## src/sv/sm4_pkg.sv

```systemverilog
`timescale 1ns / 1ps

package sm4_pkg;

    // Round count and round-key memory geometry
    localparam int ROUNDS  = 32;
    localparam int RK_W    = 32;
    localparam int RK_AW   = $clog2(ROUNDS);
    localparam int CFG_IW  = 3;

    // Configuration register indexes
    typedef enum logic [CFG_IW-1:0] {
        CFG_KEY_HIGH = 3'd0,
        CFG_KEY_LOW  = 3'd1,
        CFG_IV_HIGH  = 3'd2,
        CFG_IV_LOW   = 3'd3,
        CFG_DECRYPT  = 3'd4,
        CFG_CHAINING = 3'd5
    } t_cfg_idx;

    // Controller states
    typedef enum logic [2:0] {
        ST_KEY_LOAD,
        ST_KEY_RUN,
        ST_IDLE,
        ST_RUN,
        ST_FIN
    } t_state;

    // Controller to datapath
    typedef struct packed {
        logic             key_load;
        logic             key_round;
        logic             blk_load;
        logic             blk_round;
        logic             fin;
        logic [RK_AW-1:0] cnt;
        logic [RK_AW-1:0] rk_base;
    } t_cmd;

    // Datapath to controller
    typedef struct packed {
        logic key_wr;
    } t_sts;

    localparam logic [31:0] FK [4] = '{
        32'hA3B1BAC6, 32'h56AA3350, 32'h677D9197, 32'hB27022DC
    };

    localparam logic [31:0] CK [ROUNDS] = '{
        32'h00070E15, 32'h1C232A31, 32'h383F464D, 32'h545B6269,
        32'h70777E85, 32'h8C939AA1, 32'hA8AFB6BD, 32'hC4CBD2D9,
        32'hE0E7EEF5, 32'hFC030A11, 32'h181F262D, 32'h343B4249,
        32'h50575E65, 32'h6C737A81, 32'h888F969D, 32'hA4ABB2B9,
        32'hC0C7CED5, 32'hDCE3EAF1, 32'hF8FF060D, 32'h141B2229,
        32'h30373E45, 32'h4C535A61, 32'h686F767D, 32'h848B9299,
        32'hA0A7AEB5, 32'hBCC3CAD1, 32'hD8DFE6ED, 32'hF4FB0209,
        32'h10171E25, 32'h2C333A41, 32'h484F565D, 32'h646B7279
    };

    localparam logic [7:0] SBOX [256] = '{
        8'hD6,8'h90,8'hE9,8'hFE,8'hCC,8'hE1,8'h3D,8'hB7,8'h16,8'hB6,8'h14,8'hC2,8'h28,8'hFB,8'h2C,8'h05,
        8'h2B,8'h67,8'h9A,8'h76,8'h2A,8'hBE,8'h04,8'hC3,8'hAA,8'h44,8'h13,8'h26,8'h49,8'h86,8'h06,8'h99,
        8'h9C,8'h42,8'h50,8'hF4,8'h91,8'hEF,8'h98,8'h7A,8'h33,8'h54,8'h0B,8'h43,8'hED,8'hCF,8'hAC,8'h62,
        8'hE4,8'hB3,8'h1C,8'hA9,8'hC9,8'h08,8'hE8,8'h95,8'h80,8'hDF,8'h94,8'hFA,8'h75,8'h8F,8'h3F,8'hA6,
        8'h47,8'h07,8'hA7,8'hFC,8'hF3,8'h73,8'h17,8'hBA,8'h83,8'h59,8'h3C,8'h19,8'hE6,8'h85,8'h4F,8'hA8,
        8'h68,8'h6B,8'h81,8'hB2,8'h71,8'h64,8'hDA,8'h8B,8'hF8,8'hEB,8'h0F,8'h4B,8'h70,8'h56,8'h9D,8'h35,
        8'h1E,8'h24,8'h0E,8'h5E,8'h63,8'h58,8'hD1,8'hA2,8'h25,8'h22,8'h7C,8'h3B,8'h01,8'h21,8'h78,8'h87,
        8'hD4,8'h00,8'h46,8'h57,8'h9F,8'hD3,8'h27,8'h52,8'h4C,8'h36,8'h02,8'hE7,8'hA0,8'hC4,8'hC8,8'h9E,
        8'hEA,8'hBF,8'h8A,8'hD2,8'h40,8'hC7,8'h38,8'hB5,8'hA3,8'hF7,8'hF2,8'hCE,8'hF9,8'h61,8'h15,8'hA1,
        8'hE0,8'hAE,8'h5D,8'hA4,8'h9B,8'h34,8'h1A,8'h55,8'hAD,8'h93,8'h32,8'h30,8'hF5,8'h8C,8'hB1,8'hE3,
        8'h1D,8'hF6,8'hE2,8'h2E,8'h82,8'h66,8'hCA,8'h60,8'hC0,8'h29,8'h23,8'hAB,8'h0D,8'h53,8'h4E,8'h6F,
        8'hD5,8'hDB,8'h37,8'h45,8'hDE,8'hFD,8'h8E,8'h2F,8'h03,8'hFF,8'h6A,8'h72,8'h6D,8'h6C,8'h5B,8'h51,
        8'h8D,8'h1B,8'hAF,8'h92,8'hBB,8'hDD,8'hBC,8'h7F,8'h11,8'hD9,8'h5C,8'h41,8'h1F,8'h10,8'h5A,8'hD8,
        8'h0A,8'hC1,8'h31,8'h88,8'hA5,8'hCD,8'h7B,8'hBD,8'h2D,8'h74,8'hD0,8'h12,8'hB8,8'hE5,8'hB4,8'hB0,
        8'h89,8'h69,8'h97,8'h4A,8'h0C,8'h96,8'h77,8'h7E,8'h65,8'hB9,8'hF1,8'h09,8'hC5,8'h6E,8'hC6,8'h84,
        8'h18,8'hF0,8'h7D,8'hEC,8'h3A,8'hDC,8'h4D,8'h20,8'h79,8'hEE,8'h5F,8'h3E,8'hD7,8'hCB,8'h39,8'h48
    };

    // Byte-wise S-box on a 32-bit word
    function automatic logic [31:0] sm4_sub(input logic [31:0] v);
        return {SBOX[v[31:24]], SBOX[v[23:16]], SBOX[v[15:8]], SBOX[v[7:0]]};
    endfunction

    function automatic logic [31:0] rol32(input logic [31:0] v, input int n);
        return (v << n) | (v >> (32 - n));
    endfunction

endpackage

```

## src/sv/sm4_ram.sv

```systemverilog
`timescale 1ns / 1ps

module sm4_ram #(
    parameter int W = 32,
    parameter int D = 32
) (
    input  logic                 i_clk,
    input  logic                 i_we,
    input  logic [$clog2(D)-1:0] i_waddr,
    input  logic [W-1:0]         i_wdata,
    input  logic [$clog2(D)-1:0] i_raddr,
    output logic [W-1:0]         o_rdata
);

    logic [W-1:0] r_mem [D];
    logic [W-1:0] r_rdata;

    // One write port, one registered read port
    always_ff @(posedge i_clk) begin
        if (i_we) begin
            r_mem[i_waddr] <= i_wdata;
        end
        r_rdata <= r_mem[i_raddr];
    end

    assign o_rdata = r_rdata;

endmodule

```

## src/sv/sm4_ctrl.sv

```systemverilog
`timescale 1ns / 1ps

module sm4_ctrl
    import sm4_pkg::*;
(
    input  logic i_clk,
    input  logic i_rst_n,
    input  logic i_in_valid,
    input  logic i_out_stall,
    input  t_sts i_sts,
    output logic o_in_stall,
    output logic o_out_valid,
    output t_cmd o_cmd
);

    localparam logic [RK_AW-1:0] LAST = RK_AW'(ROUNDS - 1);

    t_state           r_state, n_state;
    logic [RK_AW-1:0] r_cnt, n_cnt;
    logic             r_out_valid, n_out_valid;
    logic             in_acc;
    logic             out_free;

    assign in_acc   = i_in_valid && (r_state == ST_IDLE);
    assign out_free = !r_out_valid || !i_out_stall;

    // Next state
    always_comb begin
        n_state = r_state;
        case (r_state)
            ST_KEY_LOAD: n_state = ST_KEY_RUN;
            ST_KEY_RUN: begin
                if (r_cnt == LAST) n_state = ST_IDLE;
            end
            ST_IDLE: begin
                if (in_acc) n_state = ST_RUN;
            end
            ST_RUN: begin
                if (r_cnt == LAST) n_state = ST_FIN;
            end
            ST_FIN: begin
                if (out_free) n_state = ST_IDLE;
            end
            default: n_state = ST_KEY_LOAD;
        endcase
        // a new key restarts the expansion
        if (i_sts.key_wr) n_state = ST_KEY_LOAD;
    end

    // Outputs and commands
    always_comb begin
        o_cmd           = '0;
        o_cmd.cnt       = r_cnt;
        o_cmd.key_load  = (r_state == ST_KEY_LOAD);
        o_cmd.key_round = (r_state == ST_KEY_RUN);
        o_cmd.blk_load  = in_acc;
        o_cmd.blk_round = (r_state == ST_RUN);
        o_cmd.fin       = (r_state == ST_FIN) && out_free;
        // key for the next round is fetched in the cycle before its round
        o_cmd.rk_base   = (r_state == ST_RUN) ? r_cnt + 1'b1 : '0;

        n_cnt = ((r_state == ST_KEY_RUN) || (r_state == ST_RUN)) ? r_cnt + 1'b1 : '0;

        n_out_valid = o_cmd.fin || (r_out_valid && i_out_stall);
        o_in_stall  = (r_state != ST_IDLE);
        o_out_valid = r_out_valid;
    end

    always_ff @(posedge i_clk) begin
        if (!i_rst_n) begin
            r_state     <= ST_KEY_LOAD;
            r_cnt       <= '0;
            r_out_valid <= 1'b0;
        end else begin
            r_state     <= n_state;
            r_cnt       <= n_cnt;
            r_out_valid <= n_out_valid;
        end
    end

endmodule

```

## src/sv/sm4_dp.sv

```systemverilog
`timescale 1ns / 1ps

module sm4_dp
    import sm4_pkg::*;
(
    input  logic              i_clk,
    input  logic              i_rst_n,
    input  logic              i_cfg_valid,
    input  logic [CFG_IW-1:0] i_cfg_index,
    input  logic [63:0]       i_cfg_data,
    input  logic [63:0]       i_data_high,
    input  logic [63:0]       i_data_low,
    input  logic              i_first_block,
    input  t_cmd              i_cmd,
    output t_sts              o_sts,
    output logic [63:0]       o_result_high,
    output logic [63:0]       o_result_low
);

    logic [63:0]           r_key_high, r_key_low, r_iv_high, r_iv_low;
    logic                  r_decrypt, r_chaining;
    logic [127:0]          r_chain, r_din, r_out;
    logic [0:3][31:0]      r_x;
    logic [RK_W-1:0]       rk_rdata;
    logic [RK_AW-1:0]      rk_raddr;
    logic [31:0]           rc, t, b, lin, nw;
    logic [127:0]          cv, blk, res, outv;

    // Configuration registers
    always_ff @(posedge i_clk) begin
        if (!i_rst_n) begin
            r_key_high <= '0;
            r_key_low  <= '0;
            r_iv_high  <= '0;
            r_iv_low   <= '0;
            r_decrypt  <= 1'b0;
            r_chaining <= 1'b0;
        end else if (i_cfg_valid) begin
            case (t_cfg_idx'(i_cfg_index))
                CFG_KEY_HIGH: r_key_high <= i_cfg_data;
                CFG_KEY_LOW:  r_key_low  <= i_cfg_data;
                CFG_IV_HIGH:  r_iv_high  <= i_cfg_data;
                CFG_IV_LOW:   r_iv_low   <= i_cfg_data;
                CFG_DECRYPT:  r_decrypt  <= i_cfg_data[0];
                CFG_CHAINING: r_chaining <= i_cfg_data[0];
                default: ;
            endcase
        end
    end

    assign o_sts.key_wr = i_cfg_valid &&
        ((t_cfg_idx'(i_cfg_index) == CFG_KEY_HIGH) || (t_cfg_idx'(i_cfg_index) == CFG_KEY_LOW));

    // Round keys: written during expansion, read reversed when decrypting
    assign rk_raddr = i_cmd.rk_base ^ {RK_AW{r_decrypt}};

    sm4_ram #(
        .W (RK_W),
        .D (ROUNDS)
    ) u_rk_ram (
        .i_clk   (i_clk),
        .i_we    (i_cmd.key_round),
        .i_waddr (i_cmd.cnt),
        .i_wdata (nw),
        .i_raddr (rk_raddr),
        .o_rdata (rk_rdata)
    );

    // Shared round function: L' for key expansion, L for the cipher
    always_comb begin
        rc  = i_cmd.key_round ? CK[i_cmd.cnt] : rk_rdata;
        t   = r_x[1] ^ r_x[2] ^ r_x[3] ^ rc;
        b   = sm4_sub(t);
        if (i_cmd.key_round) begin
            lin = b ^ rol32(b, 13) ^ rol32(b, 23);
        end else begin
            lin = b ^ rol32(b, 2) ^ rol32(b, 10) ^ rol32(b, 18) ^ rol32(b, 24);
        end
        nw  = r_x[0] ^ lin;
    end

    // Block entry and exit with CBC chaining
    always_comb begin
        cv   = i_first_block ? {r_iv_high, r_iv_low} : r_chain;
        blk  = {i_data_high, i_data_low};
        res  = {r_x[3], r_x[2], r_x[1], r_x[0]};
        outv = (r_chaining && r_decrypt) ? (res ^ r_chain) : res;
    end

    // Working words
    always_ff @(posedge i_clk) begin
        if (i_cmd.key_load) begin
            r_x <= {r_key_high[63:32] ^ FK[0], r_key_high[31:0] ^ FK[1],
                    r_key_low[63:32] ^ FK[2], r_key_low[31:0] ^ FK[3]};
        end else if (i_cmd.blk_load) begin
            r_x <= (r_chaining && !r_decrypt) ? (blk ^ cv) : blk;
        end else if (i_cmd.key_round || i_cmd.blk_round) begin
            r_x <= {r_x[1], r_x[2], r_x[3], nw};
        end
    end

    // Held input block and result word
    always_ff @(posedge i_clk) begin
        if (i_cmd.blk_load) begin
            r_din <= blk;
        end
        if (i_cmd.fin) begin
            r_out <= outv;
        end
    end

    // Chaining value
    always_ff @(posedge i_clk) begin
        if (!i_rst_n) begin
            r_chain <= '0;
        end else if (i_cmd.blk_load) begin
            r_chain <= cv;
        end else if (i_cmd.fin && r_chaining) begin
            r_chain <= r_decrypt ? r_din : outv;
        end
    end

    assign o_result_high = r_out[127:64];
    assign o_result_low  = r_out[63:0];

endmodule

```

## src/sv/sm4_block_cipher_ecb_cbc_top.sv

```systemverilog
`timescale 1ns / 1ps
// Channel   Handshake                  Payload
// input     i_in_valid / o_in_stall    i_data_high, i_data_low, i_first_block
// output    o_out_valid / i_out_stall  o_result_high, o_result_low
// config    i_cfg_valid / o_cfg_ready  i_cfg_index, i_cfg_data
//
// One word passes through accept, 32 rounds of the shared round unit and result load.
// A key write re-expands the round keys; no input word is taken meanwhile.
// Reset runs the same expansion for the all-zero key before the first word.
// A result waits in the output register while stalled; the next word may be accepted.

module sm4_block_cipher_ecb_cbc_top
    import sm4_pkg::*;
(
    input  logic              i_clk,
    input  logic              i_rst_n,
    input  logic              i_in_valid,
    output logic              o_in_stall,
    input  logic [63:0]       i_data_high,
    input  logic [63:0]       i_data_low,
    input  logic              i_first_block,
    output logic              o_out_valid,
    input  logic              i_out_stall,
    output logic [63:0]       o_result_high,
    output logic [63:0]       o_result_low,
    input  logic              i_cfg_valid,
    output logic              o_cfg_ready,
    input  logic [CFG_IW-1:0] i_cfg_index,
    input  logic [63:0]       i_cfg_data
);

    t_cmd cmd;
    t_sts sts;

    assign o_cfg_ready = 1'b1;

    sm4_ctrl u_ctrl (
        .i_clk       (i_clk),
        .i_rst_n     (i_rst_n),
        .i_in_valid  (i_in_valid),
        .i_out_stall (i_out_stall),
        .i_sts       (sts),
        .o_in_stall  (o_in_stall),
        .o_out_valid (o_out_valid),
        .o_cmd       (cmd)
    );

    sm4_dp u_dp (
        .i_clk         (i_clk),
        .i_rst_n       (i_rst_n),
        .i_cfg_valid   (i_cfg_valid),
        .i_cfg_index   (i_cfg_index),
        .i_cfg_data    (i_cfg_data),
        .i_data_high   (i_data_high),
        .i_data_low    (i_data_low),
        .i_first_block (i_first_block),
        .i_cmd         (cmd),
        .o_sts         (sts),
        .o_result_high (o_result_high),
        .o_result_low  (o_result_low)
    );

endmodule
```

## config.mk

```make
export PLATFORM = sky130hd
export DESIGN_NAME = sm4_block_cipher_ecb_cbc_top
export DESIGN_NICKNAME = d
export VERILOG_FILES = /design/src/sv/sm4_pkg.sv /design/src/sv/sm4_ram.sv /design/src/sv/sm4_ctrl.sv /design/src/sv/sm4_dp.sv /design/src/sv/sm4_block_cipher_ecb_cbc_top.sv
export SDC_FILE = /design/constraint.sdc
export NUM_CORES = 2
export LEC_CHECK = 0
export BUFFER_PORTS_ARGS = -buffer_cell sky130_fd_sc_hd__buf_2
export CAP_MARGIN = 20
export CELL_PAD_IN_SITES_DETAIL_PLACEMENT = 1
export CELL_PAD_IN_SITES_GLOBAL_PLACEMENT = 1
export CORE_UTILIZATION = 40
export DETAILED_ROUTE_END_ITERATION = 6
export PLACE_DENSITY_LB_ADDON = 0.1
export SYNTH_ARGS = -nofsm -noshare
export SYNTH_HDL_FRONTEND = slang
export SYNTH_SLANG_ARGS = --single-unit
```

## constraint.sdc

```tcl
create_clock -name i_clk -period 22.1 [get_ports i_clk]
set_input_delay 1.105 -clock i_clk [delete_from_list [all_inputs] [get_ports i_clk]]
set_output_delay 1.105 -clock i_clk [all_outputs]
set_load 0.02 [all_outputs]
```

==> flow_results.org <==
** Status
- Result of the run :: finished, final reports clean

** Drt
- After detailed routing, the wire length on met1 is 169600 microns.
- Summing over every cut layer, the via total after detailed routing is 70760.
- After detailed routing, the number of remaining DRC violations is 0.
- Final Routed Wirelength :: 383600 microns
- Met3 wire length :: 29800 microns
- Detailed Routing Iterations Pass 1 :: 6
- Top layer used by detailed routing :: met5
- Using the TritonRoute via totals, the vias-per-cell ratio works out to 6.353.
- For this block, the initial DRC count from the detailed router was 7902.
- Wire segments on met2 add up to 171200 microns in the final route.
- The detail route stage leaves a number of antenna-violating nets equal to 0.
- In the final routed layout, each cell accounts on average for 34.44 microns.

** Synth
- A synthesized cell averages 11.81 sq um.
- By count the netlist is led by edfxtp_1, nand2_1, nor2_1.
- Among all flip-flop cells after synthesis, the most frequent one is edfxtp_1.
- The Yosys step of the flow raised 0 warnings.
- After synthesis the cells add up to 92360 sq um.
- Counting distinct cell types in the post-synthesis netlist gives 118.
- Area share of the largest cell type after synthesis :: 45.78%
- Biggest area contributors in the synthesized netlist :: edfxtp_1, dfxtp_1, mux4_2
- Count of state elements after synthesis :: 1835
- In this run, synthesis inferred 1408 flip-flops with an integrated enable.
- Summing the sequential cell areas from Yosys gives 55.04% of the chip area.
- The most common cell in the synthesized netlist is edfxtp_1.
- Summed over all instances, the cell type with the most area after synthesis is edfxtp_1.
- Synthesized instance count :: 7820
- Post-Syn Nets :: 8065
- Fraction of registers with async set or reset after synthesis :: 0%

** Floorplanning
- Area of the die :: 232800 sq um
- Chip width :: 482.5 microns
- Boundary Pins :: 332
- After floorplanning, the core was divided into 176 placement rows.
- The die is 482.5 microns tall.
- Core area :: 229700 sq um
- Once the floorplan was initialized, standard cells occupied 40.21% of the core.

** Clock network
- CTS built an H-tree with a depth of 4.
- After clock tree synthesis, the repair step resized 0 gates.
- The root buffer cell chosen for the clock tree is clkbuf_16.
- TritonCTS built the clock tree.
- The number of clock buffers added by TritonCTS is 199.
- Clock-pin slew was measured on the worst setup and hold paths at 60 ps.
- CTS saw 1835 sinks.
- For the worst-skew pair, the clock arrives at the later sink with an insertion delay of 890 ps.
- Maximum buffer depth of the clock tree :: 3
- Hold repair after CTS inserted 0 buffers.
- Post-CTS Repair Setup Buffers :: 0

** Place
- Global placement routability congestion :: 0.9528
- Buffers on Ports :: 330
- Worst-case setup slack after placement :: 13920 ps
- Detailed placement finished with a half-perimeter wire length of 250400 microns.

** Setup path
- Sort of element at the start of the critical path :: register
- By startpoint and endpoint, the worst setup path is classified as reg2reg.
- Arrival time of data at the critical path endpoint :: 8990 ps
- For the worst setup path, the data required time is 22690 ps.
- Type of destination of the critical path :: register
- Counting cells, the worst reg-to-reg path comes to 20.
- CP Max Fanout :: 48

** Layout
- Counting the fill cells in the layout gives 23820.
- The final layout contains 8160 nets.
- Relative to the synthesized area, the layout overhead comes to 13.08%.
- Share of post-route cells with drive strength above 1 :: 17.49%

** STA
- Transition time at the pin with the least slew margin :: 1252 ps
- Minimum period implied by the final worst setup slack :: 8399 ps
- Setup repair after global routing left no endpoint under its margin.
- Skew final :: 96.25 ps
- Final worst setup slack :: 13700 ps
- The final critical path takes up 38.00% of the cycle.
- Setup violations remaining at the end of the flow were counted as 0.
- The count of pins over their slew limit came to 0.
- Across all hold checks on the routed design, the worst slack comes to 420.0 ps.
- The final count of hold timing violations came to 0.
- Max-slew headroom at the worst pin :: 15.66%
- Fin Setup TNS :: 0 ps
- Timing would allow up to 0.1191 GHz.

** GRT
- First-pass GRT wire length :: 534700 microns
- Entering global routing, the biggest net connects 201 pins.
- The number of antenna violations at the first check in global routing came to 54.
- Global routing consumed, over all layers together, 32.24% of the routing resources.
- Total gr overflow :: 0
- Number of global-route vias before repair :: 69250

** Worst hold path
- Hold WC Path Type :: in2reg
- Cell depth of the worst min-delay path :: 1

** Flow run
- Number of max-cap violations :: 0
-- per-stage QoR --
step / cell area [sq um] / util [%] / std cells
6_report: 104400 / 45.47 / 11140
5_1_grt: 104400 / 45.46 / 11130
4_1_cts: 104400 / 45.43 / 11110
3_5_place_dp: 97670 / 42.52 / 10740
3_3_place_gp: 97610 / 42.50 / 10730
2_1_floorplan: 92360 / - / 7820
-- layer usage --
layer | vias to the layer above | track usage, %
met2 | 3167 | 49.07
met3 | 569 | 5.405
li1 | 29770 | -
met1 | 37260 | 46.83
met5 | - | 0
met4 | 4 | 10.07
-- critical path, cell delays in order (launching register included) --
cell,delay [ps]
dfxtp_1,730
or3b_4,660
buf_4,630
nand2_1,210
xor2_2,200
buf_4,260
inv_1,600
ha_1,830
inv_1,390
mux4_2,610
nand2_1,110
a311o_1,190
a21oi_1,60
o32ai_2,230
o21ai_2,220
xnor2_2,340
mux2i_1,150
a2111oi_2,870
xnor2_2,130
buf_4,280
a221o_1,360
-- cell type report --
type / count / area (sq um) / share of cell area (%)
flip-flops and latches: 1835 / 50830 / 48.67
multi-input cells: 5303 / 39550 / 37.87
clock buffers: 269 / 5434 / 5.203
well taps: 3026 / 3786 / 3.625
repair buffers: 549 / 3411 / 3.266
clock inverters: 106 / 1251 / 1.198
inverters: 27 / 108.9 / 0.1042
diodes: 23 / 57.56 / 0.05511
-- registers in the layout, indices dropped and copies added (netlist names) --
name and cells:
u_dp.u_rk_ram.r_mem 1024, u_dp.r_chain 128, u_dp.r_din 128, u_dp.r_out 128, u_dp.r_x 128, u_dp.r_iv_high 64
u_dp.r_iv_low 64, u_dp.r_key_high 64, u_dp.r_key_low 64, u_dp.u_rk_ram.o_rdata 32, u_ctrl.r_cnt 5, u_ctrl.r_state 3
u_ctrl.o_out_valid 1, u_dp.r_chaining 1, u_dp.r_decrypt 1
-- worst paths after layout --
check	start	endpoint	slack (ps)
hold / removal	i_data_low[33]	u_dp.r_din[33]	420
setup / recovery	u_ctrl.r_state[1]	u_dp.r_x[22]	13700
setup reg to reg	u_ctrl.r_state[1]	u_dp.r_x[22]	13700
hold reg to reg	u_dp.r_key_high[34]	u_dp.r_key_high[34]	460
-- cell families after synthesis --
kind of cell               synth area share, %
and+or+nand+nor                          9.672
AOI/OAI and AO/OA                        15.09
DFF                                      55.04
buffers and inverters                    3.158
muxes                                    11.83
xor gates and xnor gates                 4.599
adders and majority gates               0.6178
other                                 0.004060
-- layout by cell type, fill, tap and decap left out, types with 42 or more instances in the layout --
cell type / instances
clkbuf_16: 200
xor2_1: 78
a311oi_1: 48
o211ai_1: 110
nor2_1: 570
a211oi_1: 192
or3_1: 123
nand2_1: 1007
buf_2: 328
xnor2_2: 42
o311ai_0: 47
nand3_1: 123
nor3_1: 112
a21boi_0: 262
edfxtp_1: 1408
a21oi_1: 357
o21a_1: 137
o21ai_0: 462
mux4_2: 328
dfxtp_1: 426
a31oi_1: 44
xnor2_1: 259
buf_4: 207
o22ai_1: 56
clkbuf_1: 52
mux2i_1: 298
ha_1: 44
Power is left out: the tool's default activity adds up to more than one toggle a clock period on the data nets, which glitch-free logic cannot reach.
